`src/hdl/b64e_pkg.sv`:
```
// ----------------------------------------------------------------------------
// b64e_pkg
// Shared types, constants and the character map of the base64 encoder.
// ----------------------------------------------------------------------------
`default_nettype none

package b64e_pkg;

  localparam int unsigned QueueDepthDefault = 2;

  localparam logic [6:0] PadChar   = 7'd61;  // '='
  localparam logic [6:0] UpperBase = 7'd65;  // 'A'
  localparam logic [6:0] LowerBase = 7'd97;  // 'a'
  localparam logic [6:0] DigitBase = 7'd48;  // '0'
  localparam logic [6:0] PlusChar  = 7'd43;  // '+'
  localparam logic [6:0] SlashChar = 7'd47;  // '/'

  // One complete or zero-filled 24-bit group, ready for the serializer.
  typedef struct packed {
    logic [23:0] bits;
    logic [1:0]  held;  // data bytes in the group, 1 to 3
    logic        last;  // group closes the stream
  } b64e_group_t;

  // Map a 6-bit value onto the standard alphabet.
  function automatic logic [6:0] sextet_char(input logic [5:0] v);
    logic [6:0] w;
    logic [6:0] c;
    w = {1'b0, v};
    if (v < 6'd26) begin
      c = UpperBase + w;
    end else if (v < 6'd52) begin
      c = LowerBase + w - 7'd26;
    end else if (v < 6'd62) begin
      c = DigitBase + w - 7'd52;
    end else if (v == 6'd62) begin
      c = PlusChar;
    end else begin
      c = SlashChar;
    end
    return c;
  endfunction

endpackage

`default_nettype wire

```
`src/hdl/b64e_front.sv`:
```
// ----------------------------------------------------------------------------
// b64e_front
// Collects input bytes into 24-bit groups and hands each closed group on.
// ----------------------------------------------------------------------------
`default_nettype none

module b64e_front (
  input  wire                 clk_i,
  input  wire                 rst_ni,
  input  wire                 in_valid_i,
  output logic                in_ready_o,
  input  wire  [7:0]          data_byte_i,
  input  wire                 end_of_data_i,
  output logic                grp_valid_o,
  input  wire                 grp_ready_i,
  output b64e_pkg::b64e_group_t grp_o
);
  import b64e_pkg::*;

  logic [15:0] pend_q, pend_d;
  logic [1:0]  pos_q, pos_d;
  logic [1:0]  pos;
  logic        closes;
  logic        accept;

  // A position of three never arises; treat it as the start of a group.
  assign pos    = (pos_q == 2'd3) ? 2'd0 : pos_q;
  assign closes = end_of_data_i || (pos == 2'd2);

  assign in_ready_o  = grp_ready_i;
  assign accept      = in_valid_i && in_ready_o;
  assign grp_valid_o = in_valid_i && closes;

  always_comb begin
    case (pos)
      2'd1:    grp_o.bits = {pend_q[7:0], data_byte_i, 8'd0};
      2'd2:    grp_o.bits = {pend_q, data_byte_i};
      default: grp_o.bits = {data_byte_i, 16'd0};
    endcase
    grp_o.held = pos + 2'd1;
    grp_o.last = end_of_data_i;
  end

  always_comb begin
    pend_d = pend_q;
    pos_d  = pos_q;
    if (accept) begin
      if (closes) begin
        pend_d = 16'd0;
        pos_d  = 2'd0;
      end else begin
        pend_d = {pend_q[7:0], data_byte_i};
        if (pos == 2'd0) begin
          pend_d = {8'd0, data_byte_i};
        end
        pos_d = pos + 2'd1;
      end
    end
  end

  always_ff @(posedge clk_i or negedge rst_ni) begin
    if (!rst_ni) begin
      pend_q <= 16'd0;
      pos_q  <= 2'd0;
    end else begin
      pend_q <= pend_d;
      pos_q  <= pos_d;
    end
  end

endmodule

`default_nettype wire

```
`src/hdl/b64e_queue.sv`:
```
// ----------------------------------------------------------------------------
// b64e_queue
// Small FIFO of closed groups between the byte collector and the serializer.
// ----------------------------------------------------------------------------
`default_nettype none

module b64e_queue #(
  parameter int unsigned Depth = b64e_pkg::QueueDepthDefault
) (
  input  wire                   clk_i,
  input  wire                   rst_ni,
  input  wire                   wr_valid_i,
  output logic                  wr_ready_o,
  input  b64e_pkg::b64e_group_t wr_data_i,
  output logic                  rd_valid_o,
  input  wire                   rd_ready_i,
  output b64e_pkg::b64e_group_t rd_data_o
);
  import b64e_pkg::*;

  localparam int unsigned PtrW = (Depth > 1) ? $clog2(Depth) : 1;
  localparam int unsigned CntW = $clog2(Depth + 1);
  localparam logic [PtrW-1:0] LastPtr = PtrW'(Depth - 1);
  localparam logic [CntW-1:0] Full    = CntW'(Depth);

  b64e_group_t     mem_q [Depth];
  logic [PtrW-1:0] wr_ptr_q, rd_ptr_q;
  logic [CntW-1:0] cnt_q;
  logic            push, pop;

  assign wr_ready_o = (cnt_q != Full);
  assign rd_valid_o = (cnt_q != '0);
  assign push       = wr_valid_i && wr_ready_o;
  assign pop        = rd_valid_o && rd_ready_i;
  assign rd_data_o  = mem_q[rd_ptr_q];

  always_ff @(posedge clk_i) begin
    if (push) begin
      mem_q[wr_ptr_q] <= wr_data_i;
    end
  end

  always_ff @(posedge clk_i or negedge rst_ni) begin
    if (!rst_ni) begin
      wr_ptr_q <= '0;
      rd_ptr_q <= '0;
      cnt_q    <= '0;
    end else begin
      if (push) begin
        wr_ptr_q <= (wr_ptr_q == LastPtr) ? '0 : wr_ptr_q + 1'b1;
      end
      if (pop) begin
        rd_ptr_q <= (rd_ptr_q == LastPtr) ? '0 : rd_ptr_q + 1'b1;
      end
      if (push && !pop) begin
        cnt_q <= cnt_q + 1'b1;
      end else if (pop && !push) begin
        cnt_q <= cnt_q - 1'b1;
      end
    end
  end

endmodule

`default_nettype wire

```
`src/hdl/b64e_back.sv`:
```
// ----------------------------------------------------------------------------
// b64e_back
// Serializes each group into four characters, one per cycle while the
// output is not stalled, through an output register.
// ----------------------------------------------------------------------------
`default_nettype none

module b64e_back (
  input  wire                   clk_i,
  input  wire                   rst_ni,
  input  wire                   grp_valid_i,
  output logic                  grp_ready_o,
  input  b64e_pkg::b64e_group_t grp_i,
  output logic                  out_valid_o,
  input  wire                   out_ready_i,
  output logic [6:0]            out_char_o,
  output logic                  group_end_o,
  output logic                  stream_end_o
);
  import b64e_pkg::*;

  logic [1:0] idx_q;
  logic       valid_q;
  logic [6:0] char_q;
  logic       gend_q, send_q;
  logic       load;
  logic [5:0] sextet;
  logic       pad;
  logic [6:0] char_d;

  assign load        = grp_valid_i && (!valid_q || out_ready_i);
  assign grp_ready_o = load && (idx_q == 2'd3);

  always_comb begin
    case (idx_q)
      2'd0:    sextet = grp_i.bits[23:18];
      2'd1:    sextet = grp_i.bits[17:12];
      2'd2:    sextet = grp_i.bits[11:6];
      default: sextet = grp_i.bits[5:0];
    endcase
    pad    = ((idx_q == 2'd2) && (grp_i.held < 2'd2)) ||
             ((idx_q == 2'd3) && (grp_i.held < 2'd3));
    char_d = pad ? PadChar : sextet_char(sextet);
  end

  always_ff @(posedge clk_i) begin
    if (load) begin
      char_q <= char_d;
      gend_q <= (idx_q == 2'd3);
      send_q <= (idx_q == 2'd3) && grp_i.last;
    end
  end

  always_ff @(posedge clk_i or negedge rst_ni) begin
    if (!rst_ni) begin
      idx_q   <= 2'd0;
      valid_q <= 1'b0;
    end else begin
      if (load) begin
        idx_q   <= idx_q + 2'd1;
        valid_q <= 1'b1;
      end else if (out_ready_i) begin
        // drop the transaction once taken
        valid_q <= 1'b0;
      end
    end
  end

  assign out_valid_o  = valid_q;
  assign out_char_o   = char_q;
  assign group_end_o  = gend_q;
  assign stream_end_o = send_q;

endmodule

`default_nettype wire

```
`src/hdl/base64_stream_encoder.sv`:
```
// ----------------------------------------------------------------------------
// base64_stream_encoder
// Standard base64 encoder over a byte stream with end-of-stream padding.
// ----------------------------------------------------------------------------
// Bytes enter on the input channel, one per transaction, the last of a stream
// marked by end_of_data_i. Every third byte, or the marked byte, closes a
// group that goes into a short queue; a serializer then sends four characters
// per group, one per cycle while the output is not stalled, with '=' padding
// for a short final group. group_end_o marks the fourth character and
// stream_end_o the final one. The input takes a byte every cycle while the
// queue has room; sustained rate is set by the serializer. A byte that closes
// a group is first written into the queue and only then loaded into the
// output register.
// ----------------------------------------------------------------------------
`default_nettype none

module base64_stream_encoder #(
  parameter int unsigned QueueDepth = b64e_pkg::QueueDepthDefault
) (
  input  wire        clk_i,
  input  wire        rst_ni,
  input  wire        in_valid_i,
  output logic       in_ready_o,
  input  wire  [7:0] data_byte_i,
  input  wire        end_of_data_i,
  output logic       out_valid_o,
  input  wire        out_ready_i,
  output logic [6:0] out_char_o,
  output logic       group_end_o,
  output logic       stream_end_o
);
  import b64e_pkg::*;

  b64e_group_t wr_grp, rd_grp;
  logic        wr_valid, wr_ready;
  logic        rd_valid, rd_ready;

  b64e_front u_front (
    .clk_i,
    .rst_ni,
    .in_valid_i,
    .in_ready_o,
    .data_byte_i,
    .end_of_data_i,
    .grp_valid_o (wr_valid),
    .grp_ready_i (wr_ready),
    .grp_o       (wr_grp)
  );

  b64e_queue #(
    .Depth (QueueDepth)
  ) u_queue (
    .clk_i,
    .rst_ni,
    .wr_valid_i (wr_valid),
    .wr_ready_o (wr_ready),
    .wr_data_i  (wr_grp),
    .rd_valid_o (rd_valid),
    .rd_ready_i (rd_ready),
    .rd_data_o  (rd_grp)
  );

  b64e_back u_back (
    .clk_i,
    .rst_ni,
    .grp_valid_i (rd_valid),
    .grp_ready_o (rd_ready),
    .grp_i       (rd_grp),
    .out_valid_o,
    .out_ready_i,
    .out_char_o,
    .group_end_o,
    .stream_end_o
  );

endmodule

`default_nettype wire
```
`config.mk`:
```
export PLATFORM = sky130hd
export DESIGN_NAME = base64_stream_encoder
export DESIGN_NICKNAME = d
export VERILOG_FILES = /design/src/hdl/b64e_pkg.sv /design/src/hdl/b64e_front.sv /design/src/hdl/b64e_queue.sv /design/src/hdl/b64e_back.sv /design/src/hdl/base64_stream_encoder.sv
export SDC_FILE = /design/constraint.sdc
export NUM_CORES = 1
export LEC_CHECK = 0
export BUFFER_PORTS_ARGS = -buffer_cell sky130_fd_sc_hd__buf_2
export CAP_MARGIN = 20
export CORE_ASPECT_RATIO = 0.75
export CORE_MARGIN = 2
export CORE_UTILIZATION = 55
export CTS_BUF_LIST = sky130_fd_sc_hd__clkbuf_4 sky130_fd_sc_hd__clkbuf_8 sky130_fd_sc_hd__clkbuf_16
export CTS_CLUSTER_DIAMETER = 200
export DETAILED_ROUTE_END_ITERATION = 10
export GPL_TIMING_DRIVEN = 0
export PLACE_DENSITY = 0.74
export SLEW_MARGIN = 5
export SYNTH_ARGS = -nofsm -noshare
export SYNTH_HDL_FRONTEND = slang
export SYNTH_SLANG_ARGS = --single-unit
```
`constraint.sdc`:
```
create_clock -name clk_i -period 5.6 [get_ports clk_i]
set_input_delay 1.4 -clock clk_i [delete_from_list [all_inputs] [get_ports clk_i]]
set_output_delay 1.4 -clock clk_i [all_outputs]
set_load 0.01 [all_outputs]
```
==> impl_metrics.py, run 1 <==
metrics = {
    "outcome": {
        "status": "finished, final reports clean",
    },
    "power_and_ir_drop": {
        "vdd_drop_max_mv": 0.268,
        "power_density_nw_per_um2": 668,
        "leakage_nw": 1.81,
        "fin_total_pwr_mw": 3.15,
    },
    "clock_tree": {
        "ctsResizeCount": 0,
        "cts_tree": "yes",
        "cts-buffers-inserted": 9,
        "post_cts_buffers": 0,
        "cts.path.max_buffers": 2,
        "clock_latency_ns": 0.35,
        "htreeDepth": 3,
        "cts_sinks": 88,
        "clk_pin_slew_ns": 0.09,
        "hold_buffers": 0,
        "cts_root_buf": "clkbuf_8",
    },
    "synth": {
        "ys_seq_area_frac": 0.603,
        "avgSynthCellArea_um2": 12.7,
        "synth-edff-count": 63,
        "synth_nets": 352,
        "synth_ff_type": "edfxtp_1",
        "async_flop_share": 0.284,
        "yosysUniqueCellTypes": 53,
        "synth_cells": 328,
        "ys_ff_latch": 88,
        "synth_area_um2": 4180,
        "ys_warn_count": 0,
    },
    "timing": {
        "finalHoldViolCount": 0,
        "worstMarginPinSlew_ns": 0.911,
        "skew_ns": 0.0125,
        "slew_violations": 0,
        "post-route-period-util": 0.506,
        "tns_ns": 0,
        "min_period_ns": 2.83,
        "relSlewSlack": 0.388,
        "setup_ws_ns": 2.77,
        "rsz0062_at_grt": "no",
        "setup_violations": 0,
        "timing.hold.ws_ns": 0.510,
        "fmax_ghz": 0.353,
    },
    "global_route": {
        "antenna_found_initial": 0,
        "grt_max_degree": 26,
        "track_usage": 0.223,
        "grt_pass1_wl_um": 14100,
        "grt_pass1_vias": 2703,
        "grt_overflow": 0,
    },
    "finish": {
        "final_cell_area_um2": 4720,
        "area_growth_pct": 13.0,
        "mostFrequentLayoutCell": "edfxtp_1",
        "fin_cells": 473,
        "utilization": 0.641,
        "nets": 391,
        "antennaDiodeCount": 0,
        "fillers": 584,
        "drive_gt1_frac": 0.183,
        "final_cell_mix": "edfxtp_1, buf_2, nand2_1, a22oi_1, dfrtp_1",
    },
    "critical_path": {
        "end_kind": "flip-flop",
        "worstPathArrival_ns": 2.89,
        "path_buf_inv": 4,
        "path_cells": "buf_2 -> nand2_1 -> clkbuf_1 -> nor3_2 -> buf_8 -> buf_8",
        "cpLargestDelayFamily": "buffers and inverters",
        "crit_slowest_cell": "nor3_2",
        "cp-start-kind": "input pin",
        "crit_top_cell": "buf_8",
        "crit_path_max_fanout": 11,
        "required_ns": 5.66,
        "max_stage_delay_ns": 0.63,
        "path_class": "in -> reg",
    },
    "drt": {
        "drt-wirelength-per-cell_um": 17.9,
        "vias": 2823,
        "wl_met2_um": 3910,
        "vias_per_cell": 5.97,
        "topRoutingLayerUsed": "met4",
        "antenna_left": 0,
        "drt-initial-drc-count": 217,
        "wl_met3_um": 562,
        "drt_first_pass_iters": 5,
        "wl_um": 8490,
        "wl_met1_um": 3960,
        "post-route-drc-count": 0,
    },
    "place": {
        "port_buffers": 23,
        "dp_hpwl_um": 6250,
        "dp_cells": 455,
        "dp_slack_ns": 2.24,
        "placed_cell_area_um2": 4470,
        "gp_congestion": 0.866,
    },
    "floorplan": {
        "die-area_um2": 8310,
        "floorplan.initialDensity": 0.567,
        "die_w_um": 105,
        "die_y_um": 79.5,
        "row_count": 27,
        "core_area_um2": 7360,
        "ios": 24,
    },
    "job": {
        "max_cap_viol_count": 0,
    },
    "min_path": {
        "hp-class": "reg -> reg",
    },
}
## area by class of cell
class | instances | area (um^2) | area share
plain buffers | 22 | 125 | 0.0265
inverters | 11 | 41.3 | 0.00875
well taps | 101 | 126 | 0.0268
repair buffers | 28 | 173 | 0.0366
flip-flops and latches | 88 | 2520 | 0.533
clock inverters | 6 | 108 | 0.0228
clock buffers | 10 | 131 | 0.0278
multi-input cells | 207 | 1500 | 0.317
## metal layers
metal / vias up / track usage
met5: - / 0
met4: 0 / 0.0480
met3: 7 / 0.0547
met2: 111 / 0.354
met1: 1380 / 0.316
li1: 1325 / -
## kinds of logic after synthesis
logic type | after synthesis | synth area share
muxes | 7 | 0.0168
xor gates and xnor gates | 6 | 0.0126
buffers and inverters | 33 | 0.0398
AOI/OAI and AO/OA | 90 | 0.187
adders and majority gates | 11 | 0.0330
DFF | 88 | 0.603
and+or+nand+nor | 93 | 0.108
## cell usage after synthesis, types with 3 or more instances
cell	number	area share
dfrtp_1	25	0.15
edfxtp_1	63	0.45
nand2_1	28	0.025
o311a_1	3	0.0072
nand3_1	14	0.017
buf_2	4	0.0048
nor2_1	21	0.019
and2_1	12	0.018
a22oi_1	25	0.045
o311ai_4	3	0.019
xor2_1	3	0.0063
mux2i_1	7	0.017
inv_1	10	0.0090
o21ai_0	13	0.016
clkbuf_1	11	0.0099
xnor2_1	3	0.0063
buf_6	4	0.011
a22o_1	20	0.042
ha_1	11	0.033
nand4_1	6	0.0090
## sequential cells by signal (all words and copies together), names as in the netlist
register             cells
u_back.group_end_o       1
u_back.idx_q             2
u_back.out_char_o        7
u_back.out_valid_o       1
u_back.stream_end_o      1
u_front.pend_q          16
u_front.pos_q            2
u_queue.cnt_q            2
u_queue.mem_q           54
u_queue.rd_ptr_q         1
u_queue.wr_ptr_q         1
## worst register-to-register path, stage by stage (launching register included)
cell and delay [ns]:
dfrtp_1 0.41, inv_1 0.12, ha_1 0.31, buf_6 0.20, a22oi_1 0.10, nand3_1 0.07, and3_1 0.17, clkbuf_1 0.26
ha_1 0.28, a2111oi_2 0.07, a311o_1 0.37, a31o_1 0.20
## power breakdown
group	leakage (nW)	internal (mW)	total (mW)	switching, mW
sequential	0.913	0.963	1.05	0.0856
clock	0.121	0.300	0.509	0.209
combinational	0.774	0.612	1.59	0.982
total	1.81	1.88	3.15	1.28
## final timing paths
| kind | from | endpoint | slack, ns | depth (start not counted) |
|---|---|---|---|---|
| worst max-delay path | in_valid_i | u_queue.mem_q[0][14] | 2.77 | 6 |
| worst min-delay path | u_queue.cnt_q[1] | u_queue.cnt_q[1] | 0.51 | 1 |
| worst max register to register | u_back.idx_q[0] | u_back.out_char_o[2] | 2.81 | 11 |
| worst min register to register | u_queue.cnt_q[1] | u_queue.cnt_q[1] | 0.51 | 1 |
| max in group asynchronous | rst_ni | u_front.pend_q[7] | 4.17 | 1 |
| min in group asynchronous | rst_ni | u_queue.cnt_q[1] | 1.04 | 1 |
Note: power is estimated with default switching activity, not from simulation.
==> inputs of run 2 (changes only) <==
- PLACE_DENSITY: 0.74 -> 0.77
- clock period: 5.6 -> 2.6 ns (I/O delays scaled with it)
==> impl_metrics.py, run 2 (synthesized netlist as in run 1, its figures left out) <==
metrics = {
    "clock_tree": {
        "clock_latency_ns": 0.35,
        "cts.path.max_buffers": 2,
        "cts_root_buf": "clkbuf_8",
        "cts_tree": "yes",
        "htreeDepth": 3,
        "cts-buffers-inserted": 9,
        "clk_pin_slew_ns": 0.08,
        "cts_sinks": 88,
        "hold_buffers": 0,
    },
    "power_and_ir_drop": {
        "pwr-share-clk": 0.145,
        "p_comb_frac": 0.527,
        "power_frac_seq": 0.328,
        "p_sw_frac": 0.414,
        "switchingPower_mw": 2.87,
        "vdd_drop_max_mv": 0.578,
        "power_density_nw_per_um2": 1450,
        "p_int_mw": 4.06,
        "leakage_nw": 1.82,
    },
    "drt": {
        "drt-initial-drc-count": 338,
        "wl_met1_um": 3880,
        "drt_first_pass_iters": 5,
        "wl_met2_um": 4130,
        "wl_met3_um": 756,
        "wl_um": 8900,
        "post-route-drc-count": 0,
        "vias_per_cell": 6.23,
        "antenna_left": 0,
        "vias": 2951,
        "drt-wirelength-per-cell_um": 18.8,
        "topRoutingLayerUsed": "met4",
    },
    "floorplan": {
        "die_w_um": 105,
        "die-area_um2": 8310,
        "floorplan.initialDensity": 0.567,
        "die_y_um": 79.5,
        "row_count": 27,
        "ios": 24,
        "core_area_um2": 7360,
    },
    "place": {
        "port_buffers": 23,
        "dp_cells": 454,
        "gp_congestion": 0.900,
        "dp_hpwl_um": 6410,
        "dp_slack_ns": -0.137,
    },
    "global_route": {
        "grt_pass1_wl_um": 14100,
        "grt_max_degree": 26,
        "grt_pass1_vias": 2756,
        "track_usage": 0.225,
        "antenna_found_initial": 0,
        "grt_overflow": 0,
    },
    "critical_path": {
        "cp-start-kind": "flip-flop",
        "path_cells": "ha_1 -> and2b_1 -> nand3_1 -> and3_4 -> inv_1 -> ha_1 -> a32o_1 -> o21a_1",
        "crit_slowest_cell": "dfrtp_1",
        "crit_top_cell": "ha_1",
        "required_ns": 2.71,
        "max_stage_delay_ns": 0.42,
        "path_class": "reg -> reg",
        "worstPathArrival_ns": 2.63,
        "end_kind": "flip-flop",
        "crit_path_max_fanout": 6,
    },
    "timing": {
        "relSlewSlack": 0.357,
        "fmax_ghz": 0.397,
        "skew_ns": 0.00997,
        "worstMarginPinSlew_ns": 0.956,
        "min_period_ns": 2.52,
        "post-route-period-util": 0.968,
        "setup_violations": 0,
        "finalHoldViolCount": 0,
        "setup_ws_ns": 0.0832,
        "slew_violations": 0,
    },
    "finish": {
        "largest-register": "u_queue.mem_q",
        "nets": 392,
        "drive_gt1_frac": 0.209,
        "mostFrequentLayoutCell": "edfxtp_1",
        "final_cell_mix": "edfxtp_1, nand2_1, buf_2, a22oi_1, dfrtp_1",
        "area_growth_pct": 14.3,
        "fillers": 560,
        "multiInputGateArea_um2": 1540,
        "regArea_um2": 2520,
        "fin_cells": 474,
        "largest_reg_flops": 54,
        "antennaDiodeCount": 0,
    },
    "outcome": {
        "status": "finished, final reports clean",
    },
    "min_path": {
        "hp-class": "in -> async",
    },
    "job": {
        "max_cap_viol_count": 0,
    },
}
## run 2: changes by cell type in the layout (fill, tap and decap cells not counted), sizes merged
| cell | previous run | this run |
|---|---|---|
| buf | 39 | 41 |
| clkinv | 3 | 4 |
| clkbuf | 21 | 20 |
| bufinv | 3 | 2 |
## run 2: timing repair
| item | CTS | global route |
|---|---|---|
| setup endpoints to repair | 3 | 3 |
| pin swaps | 0 | 1 |
| buffers inserted | 0 | 3 |
| hold endpoints to repair | 0 | 0 |
| gates resized for setup | 5 | 13 |
## run 2: power groups by stage
| stage | Combinational (mW) | Clock (mW) | Sequential, mW |
|---|---|---|---|
| final | 3.65 | 1.01 | 2.27 |
| after detailed placement | 3.41 | 0 | 2.30 |
| after CTS | 3.46 | 1.02 | 2.27 |
| after global routing | 3.97 | 1.08 | 2.31 |
| after global placement | 3.25 | 0 | 2.29 |
| after floorplan | 2.51 | 0 | 2.29 |
## run 2: stage by stage
step | total power [mW] | utilization | hold WS [ns] | area, um^2 | setup TNS, ns
2_1_floorplan | 4.80 | - | 0.354 | 4180 | 0
3_3_place_gp | 5.54 | 0.601 | 0.480 | 4420 | -21.00
3_5_place_dp | 5.71 | 0.607 | 0.492 | 4470 | -0.316
4_1_cts | 6.75 | 0.638 | 0.276 | 4700 | 0
5_1_grt | 7.37 | 0.648 | 0.299 | 4770 | -0.00851
6_report | 6.93 | 0.648 | 0.273 | 4770 | 0
## run 2: worst paths after layout
path                             startpoint                    to  slack, ns  cells after the start
setup / recovery            u_back.idx_q[0]  u_back.out_char_o[1]       0.08                      8
hold / removal                       rst_ni      u_queue.cnt_q[0]       0.27                      1
setup reg to reg            u_back.idx_q[0]  u_back.out_char_o[1]       0.08                      8
hold reg to reg            u_queue.cnt_q[1]      u_queue.cnt_q[1]       0.51                      1
max in group asynchronous            rst_ni    u_front.pend_q[10]       1.95                      1
min in group clk_i              out_ready_i    u_back.out_valid_o       0.48                      2
## run 2: layout make-up
cell class / instances / share of cell area
plain buffers: 21 / 0.0283
multi-input cells: 207 / 0.322
clock inverters: 6 / 0.0176
clock buffers: 10 / 0.0275
repair buffers: 30 / 0.0404
inverters: 11 / 0.0102
well taps: 101 / 0.0265
flip-flops and latches: 88 / 0.528
## run 2: critical path: cells and delay by family (launching register included)
family,cells,cell delay [ns]
simple gates,3,0.73
fa+ha+maj,2,0.55
flops,1,0.42
compound gates,2,0.41
buf+inv,1,0.16
## run 2: metal layers
| metal | track usage | up-vias |
|---|---|---|
| met1 | 0.310 | 1438 |
| met2 | 0.358 | 160 |
| met4 | 0.0560 | 0 |
| met3 | 0.0620 | 16 |
| met5 | 0 | - |
| li1 | - | 1337 |
==> inputs of run 3 (changes only) <==
- clock period: 2.6 -> 2.2 ns (I/O delays scaled with it)
==> impl_metrics.py, run 3 (synthesized netlist as in run 1, its figures left out) <==
metrics = {
    "global_route": {
        "grt_pass1_wl_um": 16100,
        "grt_pass1_vias": 3080,
        "antenna_found_initial": 0,
        "grt_max_degree": 26,
        "grt_overflow": 0,
        "track_usage": 0.254,
    },
    "finish": {
        "fillers": 515,
        "final_cell_mix": "edfxtp_1, nand2_1, buf_2, dfrtp_1, a22oi_1",
        "largest-register": "u_queue.mem_q",
        "nets": 408,
        "fin_cells": 490,
        "utilization": 0.700,
        "antennaDiodeCount": 0,
        "area_growth_pct": 23.4,
        "drive_gt1_frac": 0.321,
        "largest_reg_flops": 54,
        "mostFrequentLayoutCell": "edfxtp_1",
        "final_cell_area_um2": 5150,
    },
    "floorplan": {
        "ios": 24,
        "die_y_um": 79.5,
        "floorplan.initialDensity": 0.567,
        "core_area_um2": 7360,
        "die_w_um": 105,
        "die-area_um2": 8310,
        "row_count": 27,
    },
    "clock_tree": {
        "clock_latency_ns": 0.36,
        "cts.path.max_buffers": 2,
        "hold_buffers": 0,
        "cts_tree": "yes",
        "cts_sinks": 88,
        "cts-buffers-inserted": 9,
        "clk_pin_slew_ns": 0.10,
        "cts_root_buf": "clkbuf_8",
        "htreeDepth": 3,
    },
    "drt": {
        "drt_first_pass_iters": 5,
        "vias_per_cell": 6.28,
        "drt-initial-drc-count": 320,
        "wl_um": 9920,
        "vias": 3075,
        "drt-wirelength-per-cell_um": 20.2,
        "post-route-drc-count": 0,
        "antenna_left": 0,
    },
    "critical_path": {
        "rr_worst_depth": 9,
        "path_class": "reg -> reg",
        "path_cells": "inv_4 -> ha_4 -> clkbuf_16 -> and2_1 -> o311ai_4 -> buf_6 -> a2111oi_4 -> a311o_1 -> a31o_1",
        "end_kind": "flip-flop",
        "required_ns": 2.32,
        "max_stage_delay_ns": 0.46,
        "worstPathArrival_ns": 2.50,
        "rrSetupSlack_ns": -0.18,
        "cp-startpoint": "u_back.idx_q[0]",
        "worst_r2r_endpoint": "u_back.out_char_o[2]",
        "crit_slowest_cell": "dfrtp_2",
        "cp-start-kind": "flip-flop",
        "rr_startpoint": "u_back.idx_q[0]",
        "crit_path_max_fanout": 5,
    },
    "place": {
        "placed_cell_area_um2": 4500,
        "dp_hpwl_um": 6410,
        "dp_cells": 453,
        "port_buffers": 23,
        "gp_congestion": 0.823,
    },
    "timing": {
        "worstMarginPinSlew_ns": 0.672,
        "post-route-period-util": 1.08,
        "setup_violations": 4,
        "finalHoldViolCount": 0,
        "timing.hold.ws_ns": 0.172,
        "relSlewSlack": 0.550,
        "min_period_ns": 2.38,
        "rsz0062_at_grt": "yes",
        "skew_ns": 0.0127,
        "fmax_ghz": 0.419,
        "slew_violations": 0,
        "setup_ws_ns": -0.185,
    },
    "outcome": {
        "violations": "setup timing",
        "status": "finished with violations",
    },
    "min_path": {
        "hp-class": "in -> async",
    },
    "job": {
        "max_cap_viol_count": 0,
    },
}
[run 3: changes by cell type in the layout (fill, tap and decap cells not counted), moves of 4 or more]
cell	before	now
buf_6	6	10
a22oi_2	0	4
inv_4	0	4
buf_4	6	17
nand3_1	14	10
ha_4	1	6
a22oi_1	25	21
nand3_2	0	4
[run 3: how the worst max path moves through the flow]
stage / endpoint
CTS: u_back.out_char_o[2]
detailed placement: u_back.out_char_o[1]
global placement: u_back.out_char_o[1]
finish: u_back.out_char_o[2]
global route: u_back.out_char_o[2]
floorplan: u_back.out_char_o[1]
[run 3: through the flow]
| step | setup WS (ns) | TNS, ns |
|---|---|---|
| floorplan | -0.0436 | -0.0852 |
| global placement | -0.405 | -14.24 |
| detailed placement | -0.432 | -8.84 |
| CTS | -0.167 | -0.503 |
| global route | -0.257 | -1.05 |
| finish | -0.185 | -0.635 |
[run 3: repair_timing]
item / in CTS / in global routing
resized for setup: 43 / 20
endpoints found under the setup margin: 60 / 58
pin swaps: 21 / 13
setup buffers: 17 / 3
cloned: 2 / 1
[run 3: area by class of cell]
| type | instances | area, um^2 | area share |
|---|---|---|---|
| Sequential cell | 88 | 2520 | 0.489 |
| Multi-Input combinational cell | 208 | 1750 | 0.340 |
| Timing Repair Buffer | 46 | 353 | 0.0685 |
| Buffer | 20 | 161 | 0.0313 |
| Clock buffer | 10 | 138 | 0.0267 |
| Tap cell | 101 | 126 | 0.0245 |
| Inverter | 11 | 53.8 | 0.0104 |
| Clock inverter | 6 | 50.0 | 0.00971 |
[run 3: layer usage]
layer  up-vias  GRT usage  wire [um]
met1      1532      0.348       4350
met3        22     0.0547        660
met5         -          0          0
met2       147      0.413       4730
li1       1374          -          -
met4         0     0.0787        173
[run 3: worst max-delay path: cells and delay by family (launching register included)]
kind	cells	cell delay, ns
flops	1	0.46
buf+inv	3	0.40
compound gates	4	0.90
fa+ha+maj	1	0.20
simple gates	1	0.17
Power of run 3 is left out: the tool's default activity adds up to more than one toggle a clock period on the data nets, which glitch-free logic cannot reach.
